===== src/design/event_interest_table_defines.svh =====
`ifndef EVENT_INTEREST_TABLE_DEFINES_SVH
`define EVENT_INTEREST_TABLE_DEFINES_SVH

// same-cycle implication check, held off during reset
`define EIT_ASSERT_IMP(name, clk, rst, ante, cons) \
  name: assert property (@(posedge clk) disable iff (rst) (ante) |-> (cons)) \
    else $error("event interest table check failed");

// next-cycle implication check, held off during reset
`define EIT_ASSERT_NXT(name, clk, rst, ante, cons) \
  name: assert property (@(posedge clk) disable iff (rst) (ante) |=> (cons)) \
    else $error("event interest table check failed");

`endif


===== src/design/eit_pkg.sv =====
`timescale 1ns / 1ps

package eit_pkg;

  localparam int EIT_NUM_SETS  = 8;
  localparam int EIT_SET_DEPTH = 64;

  localparam int OP_W     = 3;
  localparam int HANDLE_W = 31;
  localparam int FD_W     = 32;
  localparam int MASK_W   = 32;
  localparam int INDEX_W  = 6;
  localparam int STATUS_W = 3;
  localparam int COUNT_W  = 7;

  localparam logic [HANDLE_W-1:0] HANDLE_START = HANDLE_W'(3);

  typedef enum logic [OP_W-1:0] {
    OP_CREATE = 3'd0,
    OP_CLOSE  = 3'd1,
    OP_ADD    = 3'd2,
    OP_DELETE = 3'd3,
    OP_MODIFY = 3'd4,
    OP_READ   = 3'd5
  } op_t;

  typedef enum logic [STATUS_W-1:0] {
    ST_OK        = 3'd0,
    ST_UNKNOWN   = 3'd1,
    ST_NO_SET    = 3'd2,
    ST_FULL      = 3'd3,
    ST_NOT_FOUND = 3'd4,
    ST_RANGE     = 3'd5,
    ST_EXHAUSTED = 3'd6
  } status_t;

  typedef enum logic [2:0] {
    S_IDLE,
    S_SSCAN,
    S_EXEC,
    S_ESCAN,
    S_LAST,
    S_APPEND,
    S_RWAIT,
    S_DONE
  } state_t;

  // controller to datapath
  typedef struct packed {
    logic    load_item;
    logic    set_step;
    logic    set_take;
    logic    do_create;
    logic    do_close;
    logic    rd_first;
    logic    rd_next;
    logic    rd_index;
    logic    rd_last;
    logic    wr_here;
    logic    wr_append;
    logic    wr_move;
    logic    cap_read;
    logic    set_st;
    status_t st_code;
    logic    out_load;
  } cmd_t;

  // datapath to controller
  typedef struct packed {
    op_t  op;
    logic hit;
    logic set_match;
    logic set_last;
    logic ctr_zero;
    logic full;
    logic fill_zero;
    logic idx_ok;
    logic fd_match;
    logic scan_end;
    logic out_free;
  } sts_t;

endpackage


===== src/design/eit_ctrl.sv =====
`timescale 1ns / 1ps
`include "event_interest_table_defines.svh"

module eit_ctrl
  import eit_pkg::*;
(
  input  logic clk,
  input  logic rst,
  input  logic in_valid,
  output logic in_ready,
  output cmd_t cmd,
  input  sts_t sts
);

  state_t state;
  state_t state_next;

  always_ff @(posedge clk) begin
    if (rst) begin
      state <= S_IDLE;
    end else begin
      state <= state_next;
    end
  end

  // next state
  always_comb begin
    state_next = state;
    case (state)
      S_IDLE: begin
        if (in_valid) state_next = S_SSCAN;
      end
      S_SSCAN: begin
        if (sts.set_match || sts.set_last) state_next = S_EXEC;
      end
      S_EXEC: begin
        state_next = S_DONE;
        if (sts.hit) begin
          case (sts.op)
            OP_ADD: begin
              if (!sts.full && !sts.fill_zero) state_next = S_ESCAN;
            end
            OP_DELETE, OP_MODIFY: begin
              if (!sts.fill_zero) state_next = S_ESCAN;
            end
            OP_READ: begin
              if (sts.idx_ok) state_next = S_RWAIT;
            end
            default: state_next = S_DONE;
          endcase
        end
      end
      S_ESCAN: begin
        if (sts.fd_match) begin
          state_next = (sts.op == OP_ADD) ? S_DONE : S_LAST;
        end else if (sts.scan_end) begin
          state_next = S_DONE;
        end
      end
      S_LAST: begin
        state_next = (sts.op == OP_MODIFY) ? S_APPEND : S_DONE;
      end
      S_APPEND: state_next = S_DONE;
      S_RWAIT:  state_next = S_DONE;
      S_DONE: begin
        if (sts.out_free) state_next = S_IDLE;
      end
      default: state_next = S_IDLE;
    endcase
  end

  // commands
  always_comb begin
    cmd      = '0;
    in_ready = 1'b0;
    case (state)
      S_IDLE: begin
        in_ready      = 1'b1;
        cmd.load_item = in_valid;
      end
      S_SSCAN: begin
        if (sts.set_match) begin
          cmd.set_take = 1'b1;
        end else if (!sts.set_last) begin
          cmd.set_step = 1'b1;
        end
      end
      S_EXEC: begin
        if (!sts.hit) begin
          cmd.set_st  = 1'b1;
          cmd.st_code = (sts.op == OP_CREATE) ? ST_NO_SET : ST_UNKNOWN;
        end else begin
          case (sts.op)
            OP_CREATE: begin
              if (sts.ctr_zero) begin
                cmd.set_st  = 1'b1;
                cmd.st_code = ST_EXHAUSTED;
              end else begin
                cmd.do_create = 1'b1;
              end
            end
            OP_CLOSE: cmd.do_close = 1'b1;
            OP_ADD: begin
              if (sts.full) begin
                cmd.set_st  = 1'b1;
                cmd.st_code = ST_FULL;
              end else if (sts.fill_zero) begin
                cmd.wr_append = 1'b1;
              end else begin
                cmd.rd_first = 1'b1;
              end
            end
            OP_DELETE, OP_MODIFY: begin
              if (sts.fill_zero) begin
                cmd.set_st  = 1'b1;
                cmd.st_code = ST_NOT_FOUND;
              end else begin
                cmd.rd_first = 1'b1;
              end
            end
            OP_READ: begin
              if (sts.idx_ok) begin
                cmd.rd_index = 1'b1;
              end else begin
                cmd.set_st  = 1'b1;
                cmd.st_code = ST_RANGE;
              end
            end
            default: cmd.set_st = 1'b0;
          endcase
        end
      end
      S_ESCAN: begin
        if (sts.fd_match) begin
          if (sts.op == OP_ADD) begin
            cmd.wr_here = 1'b1;
          end else begin
            cmd.rd_last = 1'b1;
          end
        end else if (sts.scan_end) begin
          if (sts.op == OP_ADD) begin
            cmd.wr_append = 1'b1;
          end else begin
            cmd.set_st  = 1'b1;
            cmd.st_code = ST_NOT_FOUND;
          end
        end else begin
          cmd.rd_next = 1'b1;
        end
      end
      S_LAST:   cmd.wr_move = 1'b1;
      S_APPEND: cmd.wr_append = 1'b1;
      S_RWAIT:  cmd.cap_read = 1'b1;
      S_DONE:   cmd.out_load = sts.out_free;
      default:  cmd.out_load = 1'b0;
    endcase
  end

  `EIT_ASSERT_IMP(a_store_needs_set, clk, rst, cmd.wr_here || cmd.wr_append || cmd.wr_move, sts.hit)
  `EIT_ASSERT_NXT(a_accept_starts, clk, rst, (state == S_IDLE) && in_valid, state == S_SSCAN)
  `EIT_ASSERT_IMP(a_load_when_free, clk, rst, cmd.out_load, sts.out_free)

endmodule


===== config.mk =====
export PLATFORM = sky130hd
export DESIGN_NAME = eit_ctrl
export DESIGN_NICKNAME = d
export VERILOG_FILES = /design/src/design/eit_pkg.sv /design/src/design/eit_ctrl.sv
export VERILOG_INCLUDE_DIRS = /design/src /design/src/design
export SDC_FILE = /design/constraint.sdc
export NUM_CORES = 1
export LEC_CHECK = 0
export BUFFER_PORTS_ARGS = -buffer_cell sky130_fd_sc_hd__buf_4
export CORE_MARGIN = 2
export CORE_UTILIZATION = 44
export DETAILED_ROUTE_END_ITERATION = 12
export HOLD_SLACK_MARGIN = 0.15
export PLACE_DENSITY = 0.79
export SLEW_MARGIN = 20
export SYNTH_ARGS = -nofsm -noshare
export SYNTH_HDL_FRONTEND = slang
export SYNTH_SLANG_ARGS = --single-unit

===== constraint.sdc =====
create_clock -name clk -period 1.65 [get_ports clk]
set_input_delay 0.2475 -clock clk [delete_from_list [all_inputs] [get_ports clk]]
set_output_delay 0.2475 -clock clk [all_outputs]
set_load 0.01 [all_outputs]

# After elaboration in Yosys (flattened, before gate mapping)
# Index checks and enable logic that the tools add are counted.
word_totals:
  regBits: 3
  in_bits: 16
op_classes:
  n_eq_ne: 16
  mux: 60
  n_reduce_logical: 9
op_table:
  columns: ["op", "count"]
  rows:
  - ["4-bit two-way mux", 8]
  - ["3-bit two-way mux", 10]
  - ["1-bit two-way mux", 29]
  - ["3-bit one-hot mux with 7 select lines", 1]
  - ["3-bit equality test (second input constant)", 6]
  - ["3-bit by 2-bit equality test with 1-bit output (second input constant)", 4]
  - ["2-bit two-way mux", 6]
  - ["3-bit one-hot mux with 4 select lines", 1]
  - ["3-bit one-hot mux with 3 select lines", 1]
  - ["4-bit one-hot mux with 2 select lines", 1]
  - ["3-bit by 1-bit equality test with 1-bit output (second input constant)", 2]
  - ["3-bit logical NOT", 2]
  - ["2-bit != test (second input constant)", 3]
  - ["1-bit one-hot mux with 4 select lines", 1]
  - ["4-bit AND reduction", 1]
  - ["2-bit OR reduction", 2]
  - ["3-bit != test (second input constant)", 1]
  - ["1-bit one-hot mux with 3 select lines", 1]
  - ["1-bit logical NOT", 2]
  - ["1-bit one-hot mux with 2 select lines", 1]
  - ["1-bit logical AND", 1]
  - ["1-bit logical OR", 1]

# Longest topological paths before layout
# Gate-level depths: netlist of the first run.
depth:
  depth_word: 6
  mapped_depth: 5
  ltp_nobuf: 4

# Least setup slack after synthesis of the first run
# Ideal clock, no wire load.
synth_timing:
  kind: "register -> output"
  startpoint: "register state[1]"
  endpoint: "output port cmd[3] (netlist bit)"
  t_arrival_ns: 1.249
  setup_slack_ns: 0.154
  path_stages_with_launch: 5
  n_path_buf: 0
  cell_sequence: "dfxtp_1 -> and4bb_1 -> nand3_1 -> a32o_1 -> a31oi_1"
synth_rtl:
  columns: ["item", "line_no", "rtl"]
  rows:
  - ["from (decl)", "eit_ctrl.sv:15", "state_t state;"]
  - ["from (signal assigned)", "eit_ctrl.sv:22", "state <= state_next;"]
  - ["to (decl)", "eit_ctrl.sv:11", "output cmd_t cmd,"]

==> flow_summary.ini, run 1 <==
[grt]
grt_pass1_vias = 764
grt_max_degree = 17
track_usage = 0.2390
grt.overflow.total = 0
grt_pass1_wl_um = 3394
grt_antenna_before_repair = 0

[timing]
final_max_slew_viol_count = 0
worst_slew_pin_slew_ns = 0.3661
max_slew_margin = 0.7559
fin_crit_ns = 1.714
tns_ns = -0.1271
fmax_mhz = 583.4
period_share = 1.039
rsz0062_at_grt = yes
finalSetupViolations = 4
hold_violations = 0
setup_slack_ns = -0.06400
clock_skew_ns = 0.009552

[layout]
diodes = 0
largest_reg_flops = 3
fin_nets = 148
area_delta_synth_final_pct = 60.58
top_register = state
drive_gt1_frac = 0.4962
top_regs = state: 3 flops

[clock_network]
hold_buffers = 0
clk_path_buf_depth = 2
numCtsBuffers = 3
clockRootBuffer = clkbuf_4
clk_latency_ns = 0.24
path_clk_slew_ns = 0.04
htreeDepth = 1
cts_tree = yes
cts.sinks = 3

[die]
start_util = 0.4878
io-pin-count = 35
dieArea_mm2 = 0.001802
core_area_mm2 = 0.001334
chipWidth_um = 42.46
rows = 13
die_h_um = 42.46

[min_path]
hold_class = in -> reg

[place]
post-dp-hpwl_um = 1528
dp_slack_ns = 0.1138
io_buffers = 34
gp_congestion = 0.8239

[critical_path]
crit_required_ns = 1.40
critical_path_class = reg -> out
path_max_fanout = 3
cp-end-kind = primary output
cp.arrival_ns = 1.47
ff2ff_setup_slack_ns = -0.01
start_kind = flip-flop

[power]
p_leak_nw = 0.4471
p_total_w = 0.001007
p_per_area_mw_per_mm2 = 964.0
peakVddDrop_mv = 0.6946

[route]
drtPass1Iterations = 5
route.final.wire_length_um = 2150
drtAntennaViolNets = 0
vias = 876
drt_iter0_drc = 24
viasPerCell = 6.000
wl_per_cell_um = 14.73
drc = 0

[outcome]
violations = negative setup slack
status = complete, but fails checks

[flow_run]
drv_cap = 0

[synthesis]
yosysTopAreaCellShare = 0.09231
yosys.area.top_type = dfxtp_1
synthFlopType = dfxtp_1
syn_area_per_cell_um2 = 7.229
synth.most_common_cell = nand2_1
syn_nets = 106
ys_top_cells_by_count = nand2_1 (10), nor2_1 (8), nor3_1 (5), inv_1 (4), nand2b_1 (4)
synthArstFlopShare = 0
syn_inst = 90
yosysWarningCount = 0
netlist_area_um2 = 650.6
yosys.cell_types.count = 46
ys_top_cells_by_area = dfxtp_1 (9.2%), nand2_1 (5.8%), nor2_1 (4.6%)
seq_area_frac_synth = 0.09231
synth-seq-cells = 3
synth_edf_count = 0
## through the flow
| step | hold slack, ns | instances | instance area (um2) | utilization |
|---|---|---|---|---|
| 3_5_place_dp | 0.4363 | 137 | 909.6 | 0.6820 |
| 5_1_grt | 0.1709 | 146 | 1045 | 0.7833 |
| 4_1_cts | 0.1668 | 145 | 997.2 | 0.7477 |
| 6_report | 0.1759 | 146 | 1045 | 0.7833 |
| 3_3_place_gp | 0.4348 | 137 | 909.6 | 0.6820 |
| 2_1_floorplan | 0.3172 | 90 | 650.6 | - |
## power breakdown
| group | internal (W) | total (W) | leakage [nW] | switching, W |
|---|---|---|---|---|
| registers | 0.000110 | 0.000140 | 0.0261 | 0.0000297 |
| logic | 0.000376 | 0.000733 | 0.406 | 0.000356 |
| clock network | 0.0000910 | 0.000134 | 0.0150 | 0.0000435 |
## cell families after synthesis
kind of cell    count (synthesis)  share of synthesized area
flops                           3                    0.09231
compound gates                 23                     0.2923
mux                             2                    0.03077
buf+inv                        10                    0.09230
simple gates                   52                     0.4923
## cells in the final DEF (no fill, tap or decap), types with 4 or more instances in the layout
cell type / count
buf_4: 40
nand2_1: 9
nor2_1: 7
nand2b_1: 4
## worst max-delay path, stage by stage, from the launching register on
cell and delay, ns:
dfxtp_4 0.36, and4bb_1 0.25, nand3_1 0.09, a32o_1 0.22
a31oi_1 0.16, buf_4 0.15
## what timing repair did
action,4_1_cts,5_1_grt
setup buffers,4,1
cloned,0,0
endpoints found under the setup margin,5,9
gates resized for setup,8,9
pin swaps,7,4
## worst paths after layout
check,to,cells after the start,start
worst max-delay path,cmd[3],5,state[1]$_SDFFE_PP0P_
worst min-delay path,state[0]$_SDFFE_PP0P_,2,rst
worst max register to register,state[0]$_SDFFE_PP0P_,7,state[0]$_SDFFE_PP0P_
worst min register to register,state[2]$_SDFFE_PP0P_,3,state[1]$_SDFFE_PP0P_
## final cells by class
class	count	area (um2)
multi-input cells	77	580.6
repair buffers	43	334.1
fillers	98	289.0
flip-flops and latches	3	66.31
clock buffers	4	26.28
inverters	4	18.77
well taps	15	18.77
## metal layers
metal | track usage | up-vias | wire, um
li1 | - | 423 | -
met1 | 0.3043 | 401 | 861
met2 | 0.3938 | 46 | 1093
met3 | 0.02586 | 6 | 153
met4 | 0.1188 | 0 | 42
met5 | 0 | - | 0
Power figures use the tool's default switching activity.
==> run 2, diff against run 1 <==
--- a/config.mk
+++ b/config.mk
@@ -8,10 +8,10 @@
 export LEC_CHECK = 0
 export BUFFER_PORTS_ARGS = -buffer_cell sky130_fd_sc_hd__buf_4
 export CORE_MARGIN = 2
-export CORE_UTILIZATION = 44
+export CORE_UTILIZATION = 40
 export DETAILED_ROUTE_END_ITERATION = 12
 export HOLD_SLACK_MARGIN = 0.15
-export PLACE_DENSITY = 0.79
+export PLACE_DENSITY = 0.73
 export SLEW_MARGIN = 20
 export SYNTH_ARGS = -nofsm -noshare
 export SYNTH_HDL_FRONTEND = slang
==> flow_summary.ini, run 2 (synthesized netlist as in run 1, its figures left out) <==
[outcome]
status = complete, but fails checks
violations = negative setup slack

[critical_path]
crit_required_ns = 1.40
start_kind = flip-flop
critical_path_class = reg -> out
cp-end-kind = primary output
path_max_fanout = 4
cp.arrival_ns = 1.48
ff2ff_path_depth = 6

[route]
wl_per_cell_um = 14.08
drt_iter0_drc = 26
drtAntennaViolNets = 0
vias = 882
drc = 0
viasPerCell = 6.041
drtPass1Iterations = 4
route.final.wire_length_um = 2056

[die]
die_h_um = 44.33
io-pin-count = 35
dieArea_mm2 = 0.001965
chipWidth_um = 44.33
start_util = 0.4269
core_area_mm2 = 0.001524
rows = 14

[clock_network]
path_clk_slew_ns = 0.04
hold_buffers = 0
cts.sinks = 3
clk_latency_ns = 0.24
clockRootBuffer = clkbuf_4
htreeDepth = 1
numCtsBuffers = 3
cts_tree = yes
clk_path_buf_depth = 2

[layout]
top_regs = state: 3 flops
final_common_cell = buf_4
final_cells = 146
drive_gt1_frac = 0.4692
area_delta_synth_final_pct = 56.92
largest_reg_flops = 3
ff_latch_area_um2 = 66.31
multi_input_area_um2 = 566.8
top_register = state
fin_nets = 147
diodes = 0
fillers = 131
layout_common_cells = buf_4 (40), nand2_1 (9), nor2_1 (8), nand2b_1 (4), nor3_1 (4)

[timing]
fin_crit_ns = 1.723
period_share = 1.044
fmax_mhz = 580.5
clock_skew_ns = 0.006565
finalSetupViolations = 1
final_max_slew_viol_count = 0
hold_violations = 0
rsz0062_at_grt = yes
max_slew_margin = 0.7833
setup_slack_ns = -0.07258
worst_slew_pin_slew_ns = 0.3221

[grt]
grt.overflow.total = 0
grt_max_degree = 17
grt_pass1_vias = 705
grt_antenna_before_repair = 0
grt_pass1_wl_um = 3215
track_usage = 0.2217

[min_path]
hold_class = in -> reg
holdPathStages = 2

[place]
post-dp-hpwl_um = 1512
gp_congestion = 0.8158
dpl.cell_count = 138
io_buffers = 34

[power]
peakVddDrop_mv = 0.6279
p_per_area_mw_per_mm2 = 946.8
p_leak_nw = 0.4380
p_total_w = 0.0009667

[flow_run]
drv_cap = 0
[run 2: final cells by class]
cell class / count / area share
Timing Repair Buffer: 42 / 0.3162
Clock buffer: 4 / 0.02574
Inverter: 4 / 0.01838
Tap cell: 16 / 0.01961
Multi-Input combinational cell: 77 / 0.5551
Sequential cell: 3 / 0.06495
[run 2: repair_timing]
action | 4_1_cts | 5_1_grt
gates resized for setup | 5 | 8
endpoints found under the setup margin | 5 | 9
setup buffers | 3 | 1
pin swaps | 5 | 4
[run 2: stage by stage]
step             util  instance area (um2)   TNS, ns  hold slack (ns)  setup WS (ns)
2_1_floorplan       -                650.6         0           0.3172         0.1537
3_3_place_gp   0.5977                910.9         0           0.4386         0.1421
3_5_place_dp   0.5977                910.9         0           0.4393         0.1038
4_1_cts        0.6453                983.4  -0.06483           0.1814       -0.06483
5_1_grt        0.6700                 1021   -0.2785           0.1792        -0.1236
6_report       0.6700                 1021  -0.07258           0.1829       -0.07258
[run 2: where the power goes]
| part | internal (W) | leakage [nW] | switching [W] | total, W |
|---|---|---|---|---|
| sequential | 0.000110 | 0.0261 | 0.0000277 | 0.000138 |
| clock | 0.0000908 | 0.0150 | 0.0000404 | 0.000131 |
| combinational | 0.000353 | 0.397 | 0.000344 | 0.000698 |
[run 2: worst paths after layout]
kind / startpoint / endpoint / slack (ns)
worst max-delay path: state[1]$_SDFFE_PP0P_ / cmd[3] / -0.07
worst min-delay path: rst / state[0]$_SDFFE_PP0P_ / 0.18
worst max register to register: state[0]$_SDFFE_PP0P_ / state[0]$_SDFFE_PP0P_ / 0.10
worst min register to register: state[1]$_SDFFE_PP0P_ / state[2]$_SDFFE_PP0P_ / 0.66
[run 2: metal layers]
layer,GRT usage,share of wire
met5,0,0
met4,0.09091,0.013
met3,0.01224,0.063
met2,0.3794,0.51
met1,0.2882,0.41
[run 2: worst max-delay path, cell delays in order (launching register included)]
cell      delay, ns
dfxtp_4        0.36
and4bb_1       0.25
nand2_2        0.10
a32o_1         0.23
a31oi_1        0.16
buf_4          0.15
